[src/hw/rtl/bbvrpc_pkg.sv]
`timescale 1ns / 1ps

package bbvrpc_pkg;

   // Request command codes.
   localparam logic [1:0] CMD_COUNT = 2'd0;
   localparam logic [1:0] CMD_CLEAR = 2'd1;
   localparam logic [1:0] CMD_DUMP  = 2'd2;

   // drand48 generator: multiplier split into its low 32 bits and high 3 bits.
   localparam logic [31:0] LCG_MUL_LO = 32'hDEEC_E66D;
   localparam logic [2:0]  LCG_MUL_HI = 3'h5;
   localparam logic [47:0] LCG_ADD    = 48'hB;
   localparam logic [15:0] SEED_LOW   = 16'h330E;

   localparam int NUM_STREAMS  = 4;
   localparam int DIM_INDEX_W  = 4;
   localparam int ACC_W        = 64;
   localparam int COUNT_W      = 32;
   localparam int ADDR_W       = 64;
   localparam int LCG_W        = 48;

   typedef enum logic [2:0] {
      ST_IDLE,
      ST_CNT_LO,
      ST_CNT_HI,
      ST_CNT_W,
      ST_CNT_ACC,
      ST_DUMP_RD,
      ST_DUMP_OUT
   } state_type;

endpackage

[src/hw/rtl/bbv_random_projection_counter_unit.sv]
`timescale 1ns / 1ps
// Count request: one shared 32x32 multiplier does two passes for the generator step and
// one for weight times count on every dimension. Clear request: zeroes the total and
// empties every accumulator. Dump request: each result is read from memory, then presented,
// and held while the result side stalls. Throughput is one request at a time.
// Reset (synchronous, active high) zeroes the total and marks every accumulator empty at
// once through per-entry valid bits, so no clearing pass is needed.
module bbv_random_projection_counter_unit
   import bbvrpc_pkg::*;
#(
   parameter int NUM_DIMS = 16
) (
   input  logic                   clock,
   input  logic                   reset,

   input  logic                   req_valid,
   output logic                   req_stall,
   input  logic [1:0]             req_cmd,
   input  logic [ADDR_W-1:0]      req_block_address,
   input  logic [COUNT_W-1:0]     req_instr_count,

   output logic                   rsp_valid,
   input  logic                   rsp_stall,
   output logic [DIM_INDEX_W-1:0] rsp_dim_index,
   output logic [ACC_W-1:0]       rsp_dim_value,
   output logic [ACC_W-1:0]       rsp_instr_total,
   output logic                   rsp_last
);

   localparam int IDX_W = $clog2(NUM_DIMS);
   localparam logic [IDX_W-1:0] LAST_IDX = IDX_W'(NUM_DIMS - 1);

   // Sequencer state and the dimension being worked on.
   state_type             state_ff, state_in;
   logic [IDX_W-1:0]      idx_ff, idx_in;

   // Captured request count, running total and the four generator streams.
   logic [COUNT_W-1:0]    cnt_ff, cnt_in;
   logic [ACC_W-1:0]      total_ff, total_in;
   logic [LCG_W-1:0]      stream_ff [NUM_STREAMS];
   logic [LCG_W-1:0]      stream_in [NUM_STREAMS];

   // Product register behind the shared multiplier.
   logic [63:0]           prod_ff, prod_in;

   // Accumulator memory with one valid bit per entry; an empty entry reads as zero.
   logic [ACC_W-1:0]      acc_mem [NUM_DIMS];
   logic [NUM_DIMS-1:0]   valid_ff, valid_in;
   logic [ACC_W-1:0]      rd_data_ff;
   logic                  rd_valid_ff;
   logic                  rd_en;
   logic                  wr_en;
   logic [ACC_W-1:0]      wr_data;
   logic [ACC_W-1:0]      acc_rd;

   // Shared multiplier.
   logic [31:0]           mul_a;
   logic [31:0]           mul_b;
   logic [63:0]           mul_p;

   // Generator step helpers for the stream selected by the low index bits.
   logic [LCG_W-1:0]      cur_stream;
   logic [31:0]           cur_lo;
   logic [15:0]           cur_hi;
   logic [15:0]           lo_times_hi;
   logic [15:0]           hi_part;

   logic [IDX_W+DIM_INDEX_W-1:0] idx_ext;

   assign cur_stream  = stream_ff[idx_ff[1:0]];
   assign cur_lo      = cur_stream[31:0];
   assign cur_hi      = cur_stream[47:32];
   assign lo_times_hi = cur_lo[15:0] * 16'(LCG_MUL_HI);

   // Only the low 16 bits of the cross terms survive modulo 2^48.
   assign hi_part     = mul_p[15:0] + lo_times_hi;

   assign mul_p       = mul_a * mul_b;
   assign acc_rd      = rd_valid_ff ? rd_data_ff : '0;
   assign wr_data     = acc_rd + prod_ff;

   // The result side is driven straight from registers that hold while stalled.
   assign idx_ext         = {{DIM_INDEX_W{1'b0}}, idx_ff};
   assign rsp_valid       = (state_ff == ST_DUMP_OUT);
   assign rsp_dim_index   = idx_ext[DIM_INDEX_W-1:0];
   assign rsp_dim_value   = acc_rd;
   assign rsp_instr_total = total_ff;
   assign rsp_last        = (idx_ff == LAST_IDX);
   assign req_stall       = (state_ff != ST_IDLE);

   always_ff @(posedge clock) begin
      if (reset) begin
         state_ff <= ST_IDLE;
         total_ff <= '0;
         valid_ff <= '0;
      end else begin
         state_ff <= state_in;
         total_ff <= total_in;
         valid_ff <= valid_in;
      end
   end

   always_ff @(posedge clock) begin
      idx_ff  <= idx_in;
      cnt_ff  <= cnt_in;
      prod_ff <= prod_in;
      for (int j = 0; j < NUM_STREAMS; j++) begin
         stream_ff[j] <= stream_in[j];
      end
   end

   always_ff @(posedge clock) begin
      if (wr_en) begin
         acc_mem[idx_ff] <= wr_data;
      end
      if (rd_en) begin
         rd_data_ff  <= acc_mem[idx_ff];
         rd_valid_ff <= valid_ff[idx_ff];
      end
   end

   always_comb begin
      state_in = state_ff;
      idx_in   = idx_ff;
      cnt_in   = cnt_ff;
      total_in = total_ff;
      prod_in  = prod_ff;
      valid_in = valid_ff;
      for (int j = 0; j < NUM_STREAMS; j++) begin
         stream_in[j] = stream_ff[j];
      end
      rd_en = 1'b0;
      wr_en = 1'b0;
      mul_a = cur_lo;
      mul_b = LCG_MUL_LO;

      unique case (state_ff)
         ST_IDLE: begin
            if (req_valid) begin
               unique case (req_cmd)
                  CMD_COUNT: begin
                     // Seed each stream; only the low 32 address bits reach the
                     // 48-bit state after the 16-bit shift.
                     cnt_in   = req_instr_count;
                     total_in = total_ff + ACC_W'(req_instr_count);
                     for (int j = 0; j < NUM_STREAMS; j++) begin
                        stream_in[j] = {req_block_address[31:0] + 32'(j), SEED_LOW};
                     end
                     idx_in   = '0;
                     state_in = ST_CNT_LO;
                  end
                  CMD_CLEAR: begin
                     total_in = '0;
                     valid_in = '0;
                  end
                  CMD_DUMP: begin
                     idx_in   = '0;
                     state_in = ST_DUMP_RD;
                  end
                  default: begin
                     // The unused command code is dropped without effect.
                  end
               endcase
            end
         end

         ST_CNT_LO: begin
            // Low half of the generator product.
            mul_a    = cur_lo;
            mul_b    = LCG_MUL_LO;
            prod_in  = mul_p;
            state_in = ST_CNT_HI;
         end

         ST_CNT_HI: begin
            // Cross terms finish the step; the accumulator read starts here too.
            mul_a = {16'b0, cur_hi};
            mul_b = LCG_MUL_LO;
            stream_in[idx_ff[1:0]] = prod_ff[LCG_W-1:0] + {hi_part, 32'b0} + LCG_ADD;
            rd_en    = 1'b1;
            state_in = ST_CNT_W;
         end

         ST_CNT_W: begin
            // Weight is bits 16..31 of the freshly stepped stream.
            mul_a    = {16'b0, cur_stream[31:16]};
            mul_b    = cnt_ff;
            prod_in  = mul_p;
            state_in = ST_CNT_ACC;
         end

         ST_CNT_ACC: begin
            wr_en            = 1'b1;
            valid_in[idx_ff] = 1'b1;
            if (idx_ff == LAST_IDX) begin
               state_in = ST_IDLE;
            end else begin
               idx_in   = idx_ff + IDX_W'(1);
               state_in = ST_CNT_LO;
            end
         end

         ST_DUMP_RD: begin
            rd_en    = 1'b1;
            state_in = ST_DUMP_OUT;
         end

         ST_DUMP_OUT: begin
            if (!rsp_stall) begin
               if (idx_ff == LAST_IDX) begin
                  state_in = ST_IDLE;
               end else begin
                  idx_in   = idx_ff + IDX_W'(1);
                  state_in = ST_DUMP_RD;
               end
            end
         end

         default: begin
            state_in = ST_IDLE;
         end
      endcase
   end

endmodule
[config.mk]
export PLATFORM = sky130hd
export DESIGN_NAME = bbv_random_projection_counter_unit
export DESIGN_NICKNAME = d
export VERILOG_FILES = /design/src/hw/rtl/bbvrpc_pkg.sv /design/src/hw/rtl/bbv_random_projection_counter_unit.sv
export SDC_FILE = /design/constraint.sdc
export NUM_CORES = 2
export LEC_CHECK = 0
export BUFFER_PORTS_ARGS = -buffer_cell sky130_fd_sc_hd__buf_2
export CAP_MARGIN = 20
export CORE_AREA = 2 2 433 435
export CTS_BUF_LIST = sky130_fd_sc_hd__clkbuf_8 sky130_fd_sc_hd__clkbuf_16
export CTS_CLUSTER_SIZE = 28
export DETAILED_ROUTE_END_ITERATION = 10
export DIE_AREA = 0 0 435 437
export GPL_TIMING_DRIVEN = 0
export PLACE_DENSITY = 0.69
export SYNTH_ARGS = -nofsm -noshare
export SYNTH_HDL_FRONTEND = slang
export SYNTH_SLANG_ARGS = --single-unit
[constraint.sdc]
create_clock -name clock -period 18.9 [get_ports clock]
set_input_delay 3.78 -clock clock [delete_from_list [all_inputs] [get_ports clock]]
set_output_delay 3.78 -clock clock [all_outputs]
set_load 0.02 [all_outputs]
==> impl_metrics.yaml <==
outcome:
  outcome: "finished clean"
global_routing:
  grt_max_degree: 65
  overflow: 0
  antenna_found_initial: 34
  grt_pass1_vias: 67047
  grt_pass1_wl_um: 443000
  track_usage_pct: 32.1
synthesis:
  avgSynthCellArea_um2: 12.6
  synth_area_mm2: 0.0977
  ys.flop_type: "edfxtp_1"
  synthTopCellsByCount: "edfxtp_1, inv_1, fa_1"
  ys_ff_latch: 1466
  synthArstFlopShare_pct: 0
  synthCells: 7758
  yosysUniqueCellTypes: 92
  synth_edf_count: 1381
  ys_warn_count: 0
  ys_top_cells_by_area: "edfxtp_1, fa_1, mux4_2"
  yosysSeqAreaShare_pct: 44.2
  yosysTopAreaCell: "edfxtp_1"
  yosysMostFrequentCell: "edfxtp_1"
  synth_top_area_share_pct: 42.4
setup_path:
  path_class: "flop to flop"
  cp_max_fo: 10
  crit_buf_inv: 9
  crit_required_ps: 19400
  slowest_delay_ps: 730
  crit_path_top_delay_cell: "buf_1"
  crit_arrival_ps: 13610
  path_delay_family: "adder cells"
  endpoint_kind: "flop"
  crit_top_cell: "fa_1"
  critPathLaunchType: "flop"
placement:
  dp_slack_ps: 6150
  io_buffer_count: 182
  place_hpwl_um: 227000
  dpl-instance-area_mm2: 0.104
  gp_congestion: 0.986
routing:
  wl_per_cell_um: 27.6
  drc: 0
  ant_nets: 0
  drt_iter0_markers: 7838
  drt_pass1_iterations: 8
  wl_um: 304000
  vias: 65642
  viasPerCell: 5.96
sta:
  final.setup.tns_ps: 0
  slew_viol_final: 0
  finClkSkew_ps: 43.2
  fin_crit_ps: 13120
  post-route-period-util_pct: 69.4
  final_hold_viol_count: 0
  fin_ws_ps: 5780
  worstMarginPinSlew_ps: 1220
  setup_viol: 0
  max_freq_ghz: 0.0762
  rsz0062_at_grt: "no"
  maxSlewHeadroom_pct: 18.7
die:
  dieArea_mm2: 0.190
  fp.dieH_um: 437
  start_util_pct: 52.8
  ios: 237
  rows: 158
  core_area_mm2: 0.185
  dieWidth_um: 435
clocking:
  htreeDepth: 4
  clockBufferDepth: 3
  clk_pin_slew_ps: 60
  ctsResizeCount: 0
  clkSinkCount: 1466
  numCtsBuffers: 151
  cts_setup_buffers: 0
  root_buffer: "clkbuf_16"
  hold_buffers: 0
  insertion_delay_ps: 820
  cts_tree: "done"
final_layout:
  final_area_mm2: 0.109
  multi_input_area_mm2: 0.0493
  nFillCells: 14707
  areaGrowthSynthToFinish_pct: 11.6
  ff_latch_area_mm2: 0.0432
  nets: 9806
  drive_gt1_share_pct: 11.5
hold_path:
  hold_path_class: "flop to flop"
flow_run:
  maxCapViolations: 0
-- through the flow --
stage / cells / hold WS (ps) / utilization (%)
2_1_floorplan: 7932 / 432 / -
3_3_place_gp: 10594 / 444 / 55.3
3_5_place_dp: 10654 / 461 / 55.9
4_1_cts: 10934 / 476 / 58.6
5_1_grt: 11006 / 495 / 59.0
6_report: 11011 / 476 / 59.0
-- final cells by class --
class | count | area share, %
Multi-Input combinational cell | 4868 | 45.2
Timing Repair Buffer | 296 | 2.27
Clock inverter | 120 | 0.945
Buffer | 397 | 1.39
Sequential cell | 1466 | 39.6
Inverter | 1201 | 4.13
Clock buffer | 160 | 3.62
Tap cell | 2480 | 2.84
Antenna cell | 23 | 0.0528
-- placed cells by master, fill, tap and decap left out, drive strengths merged, types with 46 or more instances in the layout --
cell,n
a21oi,210
dfxtp,85
conb,176
inv,1250
nand3,87
nand2,791
clkinv,53
a21o,102
buf,360
xnor2,162
nor2,431
a211oi,50
ha,412
and2,136
nor2b,47
o22ai,97
fa,911
a31oi,47
edfxtp,1381
xor2,157
nor3,46
nand4,58
clkbuf,493
o21ai,194
mux4,373
-- worst paths after layout --
check,from,endpoint,slack (ps),depth (start not counted)
max,flop,stream_ff[1][47],5780,40
max reg2reg,flop,stream_ff[1][47],5780,40
min reg2reg,valid_ff[3],valid_ff[3],480,2
min,valid_ff[3],valid_ff[3],480,2
-- worst reg2reg max path: cells and delay by family (launching register included) --
family,cells,cell delay [ps]
AO/OA/AOI/OAI,7,1420
multiplexers,1,570
flip-flops,1,650
AND/OR/NAND/NOR,8,1360
XOR/XNOR,3,1020
adder cells (fa/ha/maj),12,4960
buffers and inverters,9,2840
-- registers in the layout (all words and copies together), names as in the netlist, named ones only --
register / count
acc_mem: 1024
cnt_ff: 32
prod_ff: 64
rd_data_ff: 64
rd_valid_ff: 1
rsp_dim_index: 4
rsp_instr_total: 64
state_ff: 3
stream_ff: 192
valid_ff: 16
-- kinds of logic after synthesis --
| group | count (synthesis) | share of synthesized area [%] |
|---|---|---|
| AO/OA/AOI/OAI | 893 | 5.91 |
| XOR/XNOR | 319 | 2.86 |
| adder cells (fa/ha/maj) | 1323 | 23.9 |
| buffers and inverters | 1598 | 6.16 |
| flip-flops | 1466 | 44.2 |
| multiplexers | 397 | 8.84 |
| other | 2 | 0.00769 |
| AND/OR/NAND/NOR | 1760 | 8.10 |
-- layer usage --
| layer | global-route usage (%) | vias up | routed length (µm) |
|---|---|---|---|
| met5 | 0 | - | 13 |
| li1 | - | 27716 | - |
| met3 | 5.74 | 795 | 28700 |
| met1 | 41.3 | 33465 | 111000 |
| met2 | 51.7 | 3664 | 145000 |
| met4 | 18.3 | 2 | 19200 |
Power is not shown: default switching activity piles up to over one toggle a cycle in this logic, so the estimate is an artifact.
